## src/rtl/multi_channel_periodic_timer_unit_assert.svh

```systemverilog
// assertion macros for the periodic timer unit
// expects clk_i and rst_ni in the including module
`ifndef MULTI_CHANNEL_PERIODIC_TIMER_UNIT_ASSERT_SVH
`define MULTI_CHANNEL_PERIODIC_TIMER_UNIT_ASSERT_SVH

// same-cycle implication
`define MCTU_ASSERT_NOW(label, ante, cons) \
  label: assert property (@(posedge clk_i) disable iff (!rst_ni) (ante) |-> (cons)) \
    else $error("periodic timer assertion failed");

// next-cycle implication
`define MCTU_ASSERT_NEXT(label, ante, cons) \
  label: assert property (@(posedge clk_i) disable iff (!rst_ni) (ante) |=> (cons)) \
    else $error("periodic timer assertion failed");

`endif

```

## src/rtl/mctu_pkg.sv

```systemverilog
// shared types and codes for the periodic timer unit
// no dependencies
package mctu_pkg;

  localparam int unsigned PADDR_W = 2;
  localparam int unsigned PDATA_W = 32;
  localparam int unsigned PERIOD_W = 32;

  localparam logic [31:0] WAKE_DEFAULT_RST = 32'd100;

  localparam logic [1:0] MODE_REGISTER = 2'd0;
  localparam logic [1:0] MODE_UNREGISTER = 2'd1;
  localparam logic [1:0] MODE_TICK = 2'd2;

  localparam logic KIND_FIRED = 1'b0;
  localparam logic KIND_REPORT = 1'b1;

  typedef enum logic [1:0] {
    ST_IDLE,
    ST_SCAN,
    ST_REPORT
  } state_e;

endpackage

```

## src/rtl/multi_channel_periodic_timer_unit.sv

```systemverilog
// multi_channel_periodic_timer_unit: table of periodic timer channels, depends on mctu_pkg,
// mctu_ram and multi_channel_periodic_timer_unit_assert.svh.
// Register and unregister items (mode 0 and 1) are carried out when accepted and give
// no result. A tick item (mode 2) is accepted, then each channel in index order goes
// through the shared elapsed-time subtract and compare unit, fed by the period and
// last-fire rams one entry per cycle while no fired item waits for the output register,
// then the report is loaded. A tick gives one fired item per armed due channel in index
// order, then a report item with last set carrying the next wake interval. While a fired
// or report item waits for the output register to free up, the scan or report holds.
// The port is not ready while a tick is in progress. The single register, the wake
// interval reported when none is armed, sits at every apb address, pready is always high.
`include "multi_channel_periodic_timer_unit_assert.svh"

module multi_channel_periodic_timer_unit
  import mctu_pkg::*;
#(
  parameter int unsigned CHANNELS = 16,
  parameter int unsigned TIME_WIDTH = 32
) (
  input  logic                clk_i,
  input  logic                rst_ni,

  input  logic                psel,
  input  logic                penable,
  input  logic                pwrite,
  input  logic [PADDR_W-1:0]  paddr,
  input  logic [PDATA_W-1:0]  pwdata,
  output logic [PDATA_W-1:0]  prdata,
  output logic                pready,

  input  logic                in_valid_i,
  output logic                in_ready_o,
  input  logic [1:0]          mode_i,
  input  logic [3:0]          subject_i,
  input  logic [31:0]         interval_i,
  input  logic [31:0]         now_i,

  output logic                out_valid_o,
  input  logic                out_ready_i,
  output logic                kind_o,
  output logic [3:0]          subject_res_o,
  output logic [31:0]         wake_interval_o,
  output logic                last_o
);

  localparam int unsigned IdxW = (CHANNELS > 1) ? $clog2(CHANNELS) : 1;
  localparam int unsigned CmpW = (TIME_WIDTH > PERIOD_W) ? TIME_WIDTH : PERIOD_W;

  state_e state_q, state_d;

  logic [31:0]           default_q;
  logic [CHANNELS-1:0]   armed_q, armed_d;
  logic [IdxW-1:0]       idx_q, idx_d;
  logic [TIME_WIDTH-1:0] now_q, now_d;
  logic [31:0]           next_q, next_d;
  logic                  any_q, any_d;

  logic        out_valid_q, out_valid_d;
  logic        kind_q, kind_d;
  logic [3:0]  subj_q, subj_d;
  logic [31:0] nxt_q, nxt_d;
  logic        last_q, last_d;

  logic                  in_fire, out_free, subj_ok, idx_last, step, due, load_fire;
  logic [7:0]            subj8, idx8;
  logic [63:0]           now_ext;
  logic [TIME_WIDTH-1:0] now_tw, elapsed;
  logic [IdxW-1:0]       subj_idx;
  logic [CmpW-1:0]       elapsed_c, period_c, left_c;
  logic [31:0]           cand;

  logic                  ram_re, per_we, lft_we;
  logic [IdxW-1:0]       ram_raddr, lft_waddr;
  logic [TIME_WIDTH-1:0] lft_wdata, lft_rd;
  logic [PERIOD_W-1:0]   per_rd;

  // apb register
  assign pready = 1'b1;
  assign prdata = default_q;

  always_ff @(posedge clk_i or negedge rst_ni) begin
    if (!rst_ni) begin
      default_q <= WAKE_DEFAULT_RST;
    end else if (psel && penable && pwrite && pready) begin
      default_q <= pwdata;
    end
  end

  assign in_ready_o = (state_q == ST_IDLE);
  assign in_fire    = in_valid_i && in_ready_o;
  assign out_free   = !out_valid_q || out_ready_i;

  assign now_ext  = {32'b0, now_i};
  assign now_tw   = now_ext[TIME_WIDTH-1:0];
  assign subj8    = {4'b0, subject_i};
  assign subj_idx = subj8[IdxW-1:0];
  assign subj_ok  = {5'b0, subject_i} < 9'(CHANNELS);
  assign idx8     = 8'(idx_q);
  assign idx_last = (idx_q == IdxW'(CHANNELS - 1));

  // shared elapsed-time unit
  assign elapsed   = now_q - lft_rd;
  assign elapsed_c = CmpW'(elapsed);
  assign period_c  = CmpW'(per_rd);
  assign left_c    = period_c - elapsed_c;
  assign due       = elapsed_c >= period_c;
  assign cand      = due ? per_rd : left_c[31:0];

  assign load_fire = armed_q[idx_q] && due;
  assign step      = !load_fire || out_free;

  always_comb begin
    state_d = state_q;
    case (state_q)
      ST_IDLE: begin
        if (in_fire && mode_i == MODE_TICK) begin
          state_d = ST_SCAN;
        end
      end
      ST_SCAN: begin
        if (step && idx_last) begin
          state_d = ST_REPORT;
        end
      end
      ST_REPORT: begin
        if (out_free) begin
          state_d = ST_IDLE;
        end
      end
      default: state_d = ST_IDLE;
    endcase
  end

  always_comb begin
    armed_d     = armed_q;
    idx_d       = idx_q;
    now_d       = now_q;
    next_d      = next_q;
    any_d       = any_q;
    out_valid_d = out_valid_q && !out_ready_i;
    kind_d      = kind_q;
    subj_d      = subj_q;
    nxt_d       = nxt_q;
    last_d      = last_q;
    ram_re      = 1'b0;
    ram_raddr   = '0;
    per_we      = 1'b0;
    lft_we      = 1'b0;
    lft_waddr   = subj_idx;
    lft_wdata   = now_tw;
    case (state_q)
      ST_IDLE: begin
        if (in_fire) begin
          case (mode_i)
            MODE_REGISTER: begin
              if (subj_ok && !armed_q[subj_idx]) begin
                armed_d[subj_idx] = 1'b1;
                per_we            = 1'b1;
                lft_we            = 1'b1;
              end
            end
            MODE_UNREGISTER: begin
              if (subj_ok) begin
                armed_d[subj_idx] = 1'b0;
              end
            end
            MODE_TICK: begin
              ram_re = 1'b1;
              idx_d  = '0;
              now_d  = now_tw;
              any_d  = 1'b0;
            end
            default: ;
          endcase
        end
      end
      ST_SCAN: begin
        if (step) begin
          if (armed_q[idx_q]) begin
            any_d = 1'b1;
            if (!any_q || cand < next_q) begin
              next_d = cand;
            end
          end
          if (load_fire) begin
            lft_we      = 1'b1;
            lft_waddr   = idx_q;
            lft_wdata   = now_q;
            out_valid_d = 1'b1;
            kind_d      = KIND_FIRED;
            subj_d      = idx8[3:0];
            nxt_d       = '0;
            last_d      = 1'b0;
          end
          if (!idx_last) begin
            idx_d     = idx_q + IdxW'(1);
            ram_re    = 1'b1;
            ram_raddr = idx_q + IdxW'(1);
          end
        end
      end
      ST_REPORT: begin
        if (out_free) begin
          out_valid_d = 1'b1;
          kind_d      = KIND_REPORT;
          subj_d      = '0;
          nxt_d       = any_q ? next_q : default_q;
          last_d      = 1'b1;
        end
      end
      default: ;
    endcase
  end

  always_ff @(posedge clk_i or negedge rst_ni) begin
    if (!rst_ni) begin
      state_q     <= ST_IDLE;
      armed_q     <= '0;
      out_valid_q <= 1'b0;
      idx_q       <= '0;
      any_q       <= 1'b0;
    end else begin
      state_q     <= state_d;
      armed_q     <= armed_d;
      out_valid_q <= out_valid_d;
      idx_q       <= idx_d;
      any_q       <= any_d;
    end
  end

  always_ff @(posedge clk_i) begin
    now_q  <= now_d;
    next_q <= next_d;
    kind_q <= kind_d;
    subj_q <= subj_d;
    nxt_q  <= nxt_d;
    last_q <= last_d;
  end

  mctu_ram #(
    .WIDTH(PERIOD_W),
    .DEPTH(CHANNELS)
  ) u_period_ram (
    .clk_i  (clk_i),
    .we_i   (per_we),
    .waddr_i(subj_idx),
    .wdata_i(interval_i),
    .re_i   (ram_re),
    .raddr_i(ram_raddr),
    .rdata_o(per_rd)
  );

  mctu_ram #(
    .WIDTH(TIME_WIDTH),
    .DEPTH(CHANNELS)
  ) u_last_fire_ram (
    .clk_i  (clk_i),
    .we_i   (lft_we),
    .waddr_i(lft_waddr),
    .wdata_i(lft_wdata),
    .re_i   (ram_re),
    .raddr_i(ram_raddr),
    .rdata_o(lft_rd)
  );

  assign out_valid_o     = out_valid_q;
  assign kind_o          = kind_q;
  assign subject_res_o   = subj_q;
  assign wake_interval_o = nxt_q;
  assign last_o          = last_q;

  `MCTU_ASSERT_NOW(a_last_is_report, out_valid_o && last_o, kind_o == KIND_REPORT)
  `MCTU_ASSERT_NEXT(a_tick_starts_scan, in_fire && mode_i == MODE_TICK, state_q == ST_SCAN)
  `MCTU_ASSERT_NEXT(a_report_loaded, state_q == ST_REPORT && out_free, out_valid_o && last_o)
  `MCTU_ASSERT_NEXT(a_scan_holds_on_stall, state_q == ST_SCAN && !step, $stable(idx_q))

endmodule

```

## src/rtl/mctu_ram.sv

```systemverilog
// generic single-write, single-read ram with registered read data
// no dependencies
module mctu_ram #(
  parameter int unsigned WIDTH = 32,
  parameter int unsigned DEPTH = 16,
  localparam int unsigned AddrW = (DEPTH > 1) ? $clog2(DEPTH) : 1
) (
  input  logic             clk_i,
  input  logic             we_i,
  input  logic [AddrW-1:0] waddr_i,
  input  logic [WIDTH-1:0] wdata_i,
  input  logic             re_i,
  input  logic [AddrW-1:0] raddr_i,
  output logic [WIDTH-1:0] rdata_o
);

  logic [WIDTH-1:0] mem_q [DEPTH];
  logic [WIDTH-1:0] rdata_q;

  always_ff @(posedge clk_i) begin
    if (we_i) begin
      mem_q[waddr_i] <= wdata_i;
    end
    if (re_i) begin
      rdata_q <= mem_q[raddr_i];
    end
  end

  assign rdata_o = rdata_q;

endmodule
```

## config.mk

```make
export PLATFORM = sky130hd
export DESIGN_NAME = multi_channel_periodic_timer_unit
export DESIGN_NICKNAME = d
export VERILOG_FILES = /design/src/rtl/mctu_pkg.sv /design/src/rtl/multi_channel_periodic_timer_unit.sv /design/src/rtl/mctu_ram.sv
export VERILOG_INCLUDE_DIRS = /design/src /design/src/rtl
export SDC_FILE = /design/constraint.sdc
export NUM_CORES = 2
export LEC_CHECK = 0
export ABC_AREA = 0
export BUFFER_PORTS_ARGS = -buffer_cell sky130_fd_sc_hd__buf_2
export CAP_MARGIN = 15
export CELL_PAD_IN_SITES_DETAIL_PLACEMENT = 1
export CELL_PAD_IN_SITES_GLOBAL_PLACEMENT = 1
export CORE_MARGIN = 5
export CORE_UTILIZATION = 40
export CTS_CLUSTER_SIZE = 40
export DETAILED_ROUTE_END_ITERATION = 6
export GPL_TIMING_DRIVEN = 0
export PLACE_DENSITY = 0.72
export SLEW_MARGIN = 20
export SYNTH_ARGS = -nofsm -noshare
export SYNTH_HDL_FRONTEND = slang
export SYNTH_SLANG_ARGS = --single-unit
```

## constraint.sdc

```tcl
create_clock -name clk_i -period 17.8 [get_ports clk_i]
set_clock_uncertainty 0.1 [all_clocks]
set_input_delay 0 -clock clk_i [delete_from_list [all_inputs] [get_ports clk_i]]
set_output_delay 0 -clock clk_i [all_outputs]
set_load 0.02 [all_outputs]
```

## Word-level counts from Yosys, hierarchy flattened

Memory sizes are Yosys's and may differ from the RTL's. A register that Yosys moved wholly into a read port is not among the register bits.
Index checks and enable logic that the tools add are counted.

- Bits in registers: 157
- Latch bits: 0
- Bits in writable memories: 1024
- Memory bits (read-only): 0
- Input port bits: 111
- Output and inout bits: 73
- Word-level logic and storage cells: 131
- Memories: 2

Memories:

| name | words | bits a word | rd ports | clocked after Yosys merged registers in | wr ports | RTL line | text |
|---|---|---|---|---|---|---|---|
| u_last_fire_ram.mem_q | 16 | 32 | 1 | 1 | 1 | mctu_ram.sv:17 | `logic [WIDTH-1:0] mem_q [DEPTH];` |
| u_period_ram.mem_q | 16 | 32 | 1 | 1 | 1 | mctu_ram.sv:17 |  |

- $add $sub $neg: 3
- Multiply operators: 0
- Divide/modulo/power cells: 0
- $lt $le $gt $ge: 5
- Equal/unequal tests: 15
- Shift-type cells: 0
- Multiplexer cells: 65
- Bitwise logic cells: 3
- Reductions and logical operators: 27

Operator list:

| cell | count |
|---|---|
| two-way mux 32 bit | 8 |
| one-hot mux 32 bit (2 select lines) | 1 |
| subtractor 32 bit | 2 |
| two-way mux 4 bit | 13 |
| >= comparator 32 bit | 1 |
| < comparator 32 bit | 1 |
| one-hot mux 16 bit (2 select lines) | 1 |
| two-way mux 1 bit | 27 |
| AND 16 bit | 1 |
| two-way mux 16 bit | 1 |
| NOT 16 bit | 1 |
| bitwise OR 16 bit | 1 |
| one-hot mux 4 bit (2 select lines) | 2 |
| inequality test 2 bit (second input constant) | 7 |
| AND reduction 4 bit | 3 |
| < comparator 4 x 5 -> 1 bit (second input constant) | 2 |
| one-hot mux 1 bit (2 select lines) | 5 |
| AND reduction 5 bit | 2 |
| binary-select mux 1 bit (select 4 bit) | 2 |
| logical AND 1 bit | 8 |
| two-way mux 2 bit | 3 |
| inequality test 2 x 1 -> 1 bit (second input constant) | 3 |
| one-hot mux 2 bit (3 select lines) | 1 |
| AND reduction 3 bit | 2 |
| other kinds (10) | 20 |

## Logic depth before layout (Yosys ltp)

- Depth in word-level cells: 9
- Mapped depth: 38
- Gate-level depth less buffers: 34

## Hierarchy

A second synthesis with hierarchy kept.

- Cells, all modules: 2765
- Area total of the unflattened synthesis: 51625.8 um^2

By module, submodules not included:

| module | instances | cells an instance | area an instance (um^2) | sequential area each (um^2) |
|---|---|---|---|---|
| mctu_ram | 2 | 838 | 20155.6 | 16335.7 |
| multi_channel_periodic_timer_unit | 1 | 1089 | 11314.6 | 4438.0 |

## Worst setup path after synthesis

Ideal clock, no wire load.

- Path kind: reg-to-reg
- Start point: reg now_q[0]
- End point: reg next_q[0], enable pin
- Library setup time: 440 ps
- Data arrival time: 8060 ps
- Required time: 17260 ps
- Setup slack: 9200 ps
- Cell stages (with the launch flop): 37
- Path buffers: 4
- Period minus slack after synthesis: 8600 ps
- Cells stage by stage: edfxtp_1 > inv_1 > ha_1 > inv_1 > fa_1 > a21o_1 > a21oi_1 > o21a_1 > o41ai_1 > a41oi_1 > a2111oi_0 > o31ai_1 > nand2b_1 > a21oi_1 > xor2_1 > ha_1 > nand4_1 > or4_4 > nor3_4 > or2_2 > buf_2 > buf_2 > buf_2 > buf_1 > nand2_1 > o31ai_1 > ha_1 > a21o_1 > a21o_1 > a21o_1 > a21oi_1 > nor2b_1 > o21ai_0 > nand2b_1 > a21oi_1 > o211ai_1 > a41oi_1

- Word-level cells in the longest chain between the ends: 6
- Elaborated cells on any way between the ends: 10
- Those cells by class: add/sub (2); order compare (2); mux (1); reduce/logical (5)

RTL lines:

| element | RTL line | text |
|---|---|---|
| start: declaration | multi_channel_periodic_timer_unit.sv:54 | `logic [TIME_WIDTH-1:0] now_q, now_d;` |
| start signal: assignment | multi_channel_periodic_timer_unit.sv:232 | `now_q <= now_d;` |
| subtractor 32 bit (*) | multi_channel_periodic_timer_unit.sv:102 | `assign elapsed = now_q - lft_rd;` |
| subtractor 32 bit or >= comparator 32 bit (tied branches) | multi_channel_periodic_timer_unit.sv:105, multi_channel_periodic_timer_unit.sv:106 |  |
| two-way mux 32 bit (*) | multi_channel_periodic_timer_unit.sv:107 | `assign cand = due ? per_rd : left_c[31:0];` |
| via cand[9] | multi_channel_periodic_timer_unit.sv:70 | `logic [31:0] cand;` |
| < comparator 32 bit (*) | multi_channel_periodic_timer_unit.sv:181 | `if (!any_q \|\| cand < next_q) begin` |
| logical OR 1 bit (*) | multi_channel_periodic_timer_unit.sv:181 |  |
| AND reduction 4 bit (no line) (*) | n/a |  |
| end signal: assignment | multi_channel_periodic_timer_unit.sv:233 | `next_q <= next_d;` |
| end: declaration | multi_channel_periodic_timer_unit.sv:55 | `logic [31:0] next_q, next_d;` |

The timed path passes the listed nets; every way through them passes the cells marked *.
A chain may end at the register's enable or synchronous reset.

## Final worst setup path

- Start point: reg now_q[1]
- End point: reg next_q[26], enable pin

The elaborated chain is that of the path after synthesis.

==> summary.txt <==
Global routing
  – GR Overflow Total: 0
  – Number of antenna violations at the first check in global routing: 10
  – Maximum number of pins on one net before global-route repair: 54
  – Overall fraction of global-route tracks in use: 0.2431
  – Number of global-route vias before repair: 36930
  – First-pass GRT wire length: 246900 um

Worst setup path
  – Worst-case reg-to-reg path depth: 34
  – Total buffers and inverters traversed by the critical path: 5
  – Slowest Stage Delay on Critical Path: 0.91 ns
  – Register-to-Register Setup Slack: 7.34 ns
  – Setup crit end kind: register
  – Category of cells accounting for the largest share of critical-path delay: compound AO/OA/AOI/OAI gates
  – Critical R2R Launch: now_q[1]
  – Destination of the worst register-to-register timing path: next_q[26]
  – Critical Path RT: 18.18 ns
  – Arr. time, crit path: 10.84 ns
  – Worst Path Max Fanout: 17
  – Worst setup path class: register to register
  – CP max stage cell: sky130_fd_sc_hd__a2111oi_1
  – Setup crit start kind: register

Drt
  – Number of nets with antenna violations after detailed routing: 0
  – Met3 layer wire length in the routed design: 13130 um
  – Final wirelength: 170100 um
  – DRT Pass-1 Iters: 6
  – Met1 layer wirelength in the final routing: 69190 um
  – Count of unresolved DRC violations after routing: 0
  – Via-per-instance ratio: 5.797
  – Met2 WL post-DR: 80840 um
  – Total number of vias: 35320
  – Routed wire length per instance: 27.92 um
  – Uppermost signal routing layer after detailed routing: met5
  – Count of routing violations after the opening detailed-route iteration: 3517

Clock tree
  – Clock latency on the worst-skew pair: 0.79 ns
  – CTS tree: done
  – CTS Buffer Depth: 3
  – Number of clock sinks: 1245
  – Cell at the root of the clock tree: sky130_fd_sc_hd__clkbuf_16
  – Post-CTS setup-driven buffer insertion count: 0
  – Number of H-tree levels: 4
  – CTS buffer count: 131
  – Clock transition at the registers of the reported paths: 0.07 ns

Finish
  – Filler cells: 13050
  – Area overhead of the layout relative to synthesis: 19.80%
  – Nets@finish: 4458
  – Final Cell Area: 62480 um2
  – Post-route non-filler standard cell count: 6093
  – Leading cell type in the layout, fill and taps excluded: sky130_fd_sc_hd__edfxtp_1
  – Layout cells sized above 1: 0.1559
  – Leading cell types in the layout, fill and taps excluded: sky130_fd_sc_hd__edfxtp_1, sky130_fd_sc_hd__nand2_1, sky130_fd_sc_hd__nor2_1
  – Footprint of the multi-input gates: 14030 um2
  – Register cell area after layout: 37110 um2

Timing
  – Final hold violations: 0
  – Unrepaired setup endpoints after global routing: no
  – Final hold slack: 0.06679 ns
  – Setup TNS: 0 ns
  – Post-route fraction of the period consumed by the critical path: 0.5878
  – Highest clock frequency the design can meet: 95.57 MHz
  – Slew Limit Headroom: 0.2047
  – Max-slew violation total from the final report: 0
  – Setup Viol. Count Final: 0
  – Final period demand of the worst path: 10.46 ns
  – Transition time at the pin with the least slew margin: 1.187 ns

Synthesis
  – Top flip-flop cell by instance count after synthesis: sky130_fd_sc_hd__edfxtp_1
  – Arithmetic-cell share of the synthesized area counting full adders, half adders and majority gates: 0.02428
  – Avg Synthesized Cell Area: 14.07 um2
  – Register bit total from synthesis: 1245
  – Simple-gate area share of the yosys netlist: 0.08308
  – Dominant combinational cell family by area after synthesis: compound AO/OA/AOI/OAI gates
  – Synth Net Count: 3918
  – Warnings from Yosys: 0
  – Share of flip-flops with an asynchronous set or reset: 0.04498
  – Synth Area in Compound Gates: 0.1262
  – XOR/XNOR Fraction of Synth Area: 0.009404
  – Register area share after synthesis: 0.7115
  – Proportion of synthesized area in mux cells: 0.01979
  – Post-synthesis cell type count: 77
  – Area of the mapped netlist: 52160 um2
  – Number of synthesized flops with an enable pin: 1189
  – Gate count after technology mapping: 3707

Min path
  – Hold Path Sink: u_period_ram.mem_q[2][24]
  – Worst Hold Class: primary input to register
  – Hold path startpoint: interval_i[24]
  – Cell depth of the worst hold path: 2

Flow run
  – Count of max-cap constraint violations: 0

Power
  – P_leak: 21.55 nW
  – Overall power: 0.01069 W
  – P per Cell Area: 171.2 nW/um2
  – Worst vdd ir: 0.1344 mV

Place
  – Placement-stage cell area: 56470 um2
  – Detail Placement HPWL: 115600 um
  – Final GP Congestion: 0.9053
  – Number of placed instances with taps included: 5674
  – Port bufs: 178

Run status
  – Result of the run: complete, no violations

Floorplanning
  – Die ar.: 137700 um2
  – Core area: 129500 um2
  – Die span in y: 371.1 um
  – I/O Pins: 184
  – Initial core utilization: 0.4028
  – Placement row count: 132
  – Die boundary width: 371.1 um
## timing repair
| item | CTS | global route |
|---|---|---|
| resized for setup | 0 | 0 |
| hold buffers | 182 | 0 |
| hold endpoints to repair | 1196 | 0 |
## stage by stage
stage | setup slack [ns] | util
finish | 7.336 | 0.4825
global route | 6.831 | 0.4825
CTS | 7.313 | 0.4823
detailed placement | 7.325 | 0.4361
global placement | 5.958 | 0.4265
floorplan | 9.200 | -
## flip-flops by register name, indices dropped and copies added, names as in the netlist, named ones only
signal and cells:
u_last_fire_ram.mem_q 512, u_period_ram.mem_q 512, next_q 32, now_q 32, prdata 32, u_last_fire_ram.rdata_o 32
u_period_ram.rdata_o 32, wake_interval_o 32, idx_q 4, subject_res_o 4, state_q 2, any_q 1
last_o 1, out_valid_o 1
## Yosys cell counts, types with 5 or more instances
cell type / n / share of area
sky130_fd_sc_hd__a211o_1: 5 / 0.00084
sky130_fd_sc_hd__a211oi_1: 5 / 0.00072
sky130_fd_sc_hd__a21o_1: 54 / 0.0078
sky130_fd_sc_hd__a21oi_1: 196 / 0.019
sky130_fd_sc_hd__a221oi_2: 64 / 0.018
sky130_fd_sc_hd__a31oi_1: 78 / 0.0094
sky130_fd_sc_hd__buf_1: 19 / 0.0014
sky130_fd_sc_hd__buf_2: 65 / 0.0062
sky130_fd_sc_hd__buf_4: 7 / 0.0010
sky130_fd_sc_hd__buf_6: 14 / 0.0030
sky130_fd_sc_hd__clkbuf_1: 112 / 0.0081
sky130_fd_sc_hd__dfrtp_1: 53 / 0.025
sky130_fd_sc_hd__edfxtp_1: 1189 / 0.68
sky130_fd_sc_hd__ha_1: 98 / 0.024
sky130_fd_sc_hd__inv_1: 82 / 0.0059
sky130_fd_sc_hd__mux2_2: 43 / 0.0093
sky130_fd_sc_hd__mux2i_1: 39 / 0.0075
sky130_fd_sc_hd__mux4_2: 7 / 0.0030
sky130_fd_sc_hd__nand2_1: 434 / 0.031
sky130_fd_sc_hd__nand2b_1: 21 / 0.0025
sky130_fd_sc_hd__nand3_1: 88 / 0.0084
sky130_fd_sc_hd__nand4_1: 14 / 0.0017
sky130_fd_sc_hd__nor2_1: 281 / 0.020
sky130_fd_sc_hd__nor2b_1: 45 / 0.0054
sky130_fd_sc_hd__nor3_1: 78 / 0.0075
sky130_fd_sc_hd__o211ai_1: 6 / 0.00086
sky130_fd_sc_hd__o21a_1: 9 / 0.0013
sky130_fd_sc_hd__o21ai_0: 140 / 0.013
sky130_fd_sc_hd__o221ai_1: 65 / 0.011
sky130_fd_sc_hd__o22a_1: 65 / 0.011
sky130_fd_sc_hd__o22ai_1: 128 / 0.015
sky130_fd_sc_hd__o2bb2ai_1: 62 / 0.010
sky130_fd_sc_hd__o31ai_1: 5 / 0.00072
sky130_fd_sc_hd__or3_1: 7 / 0.00084
sky130_fd_sc_hd__xnor2_1: 35 / 0.0059
sky130_fd_sc_hd__xor2_1: 21 / 0.0035
## routing by layer
metal	vias up	global-route usage
met1	18060	0.3200
met5	-	0
met3	340	0.04523
li1	15350	-
met4	2	0.09617
met2	1572	0.4005
## layout make-up
type,instances,share of cell area
multi-input cells,2162,0.2245
clock inverters,74,0.01007
well taps,1742,0.03488
inverters,83,0.004986
plain buffers,217,0.01648
repair buffers,407,0.05875
diodes,3,0.0001202
clock buffers,160,0.05625
flip-flops and latches,1245,0.5939
## where the power goes
| part | internal (W) | switching, W | leakage (nW) | total [W] |
|---|---|---|---|---|
| Combinational | 0.00140 | 0.00290 | 8.10 | 0.00430 |
| Sequential | 0.00359 | 0.000124 | 11.4 | 0.00371 |
| Clock | 0.00153 | 0.00116 | 2.03 | 0.00269 |
| Total | 0.00651 | 0.00418 | 21.6 | 0.0107 |
## how the worst max path moves through the flow
| stage | cells past startpoint | startpoint | slack (ns) | to |
|---|---|---|---|---|
| floorplan | 36 | now_q[0] | 9.20 | next_q[0] |
| global placement | 33 | now_q[1] | 5.96 | next_q[10] |
| detailed placement | 34 | now_q[1] | 7.32 | next_q[26] |
| CTS | 34 | now_q[1] | 7.31 | next_q[26] |
| global route | 37 | now_q[0] | 6.83 | next_q[23] |
| finish | 34 | now_q[1] | 7.34 | next_q[26] |
## cell families after synthesis
family,count (synthesis)
adder cells (fa/ha/maj),100
AO/OA/AOI/OAI,918
XOR/XNOR,56
buffers and inverters,300
multiplexers,89
flip-flops,1245
AND/OR/NAND/NOR,998
other,1
Power figures use the tool's default switching activity.
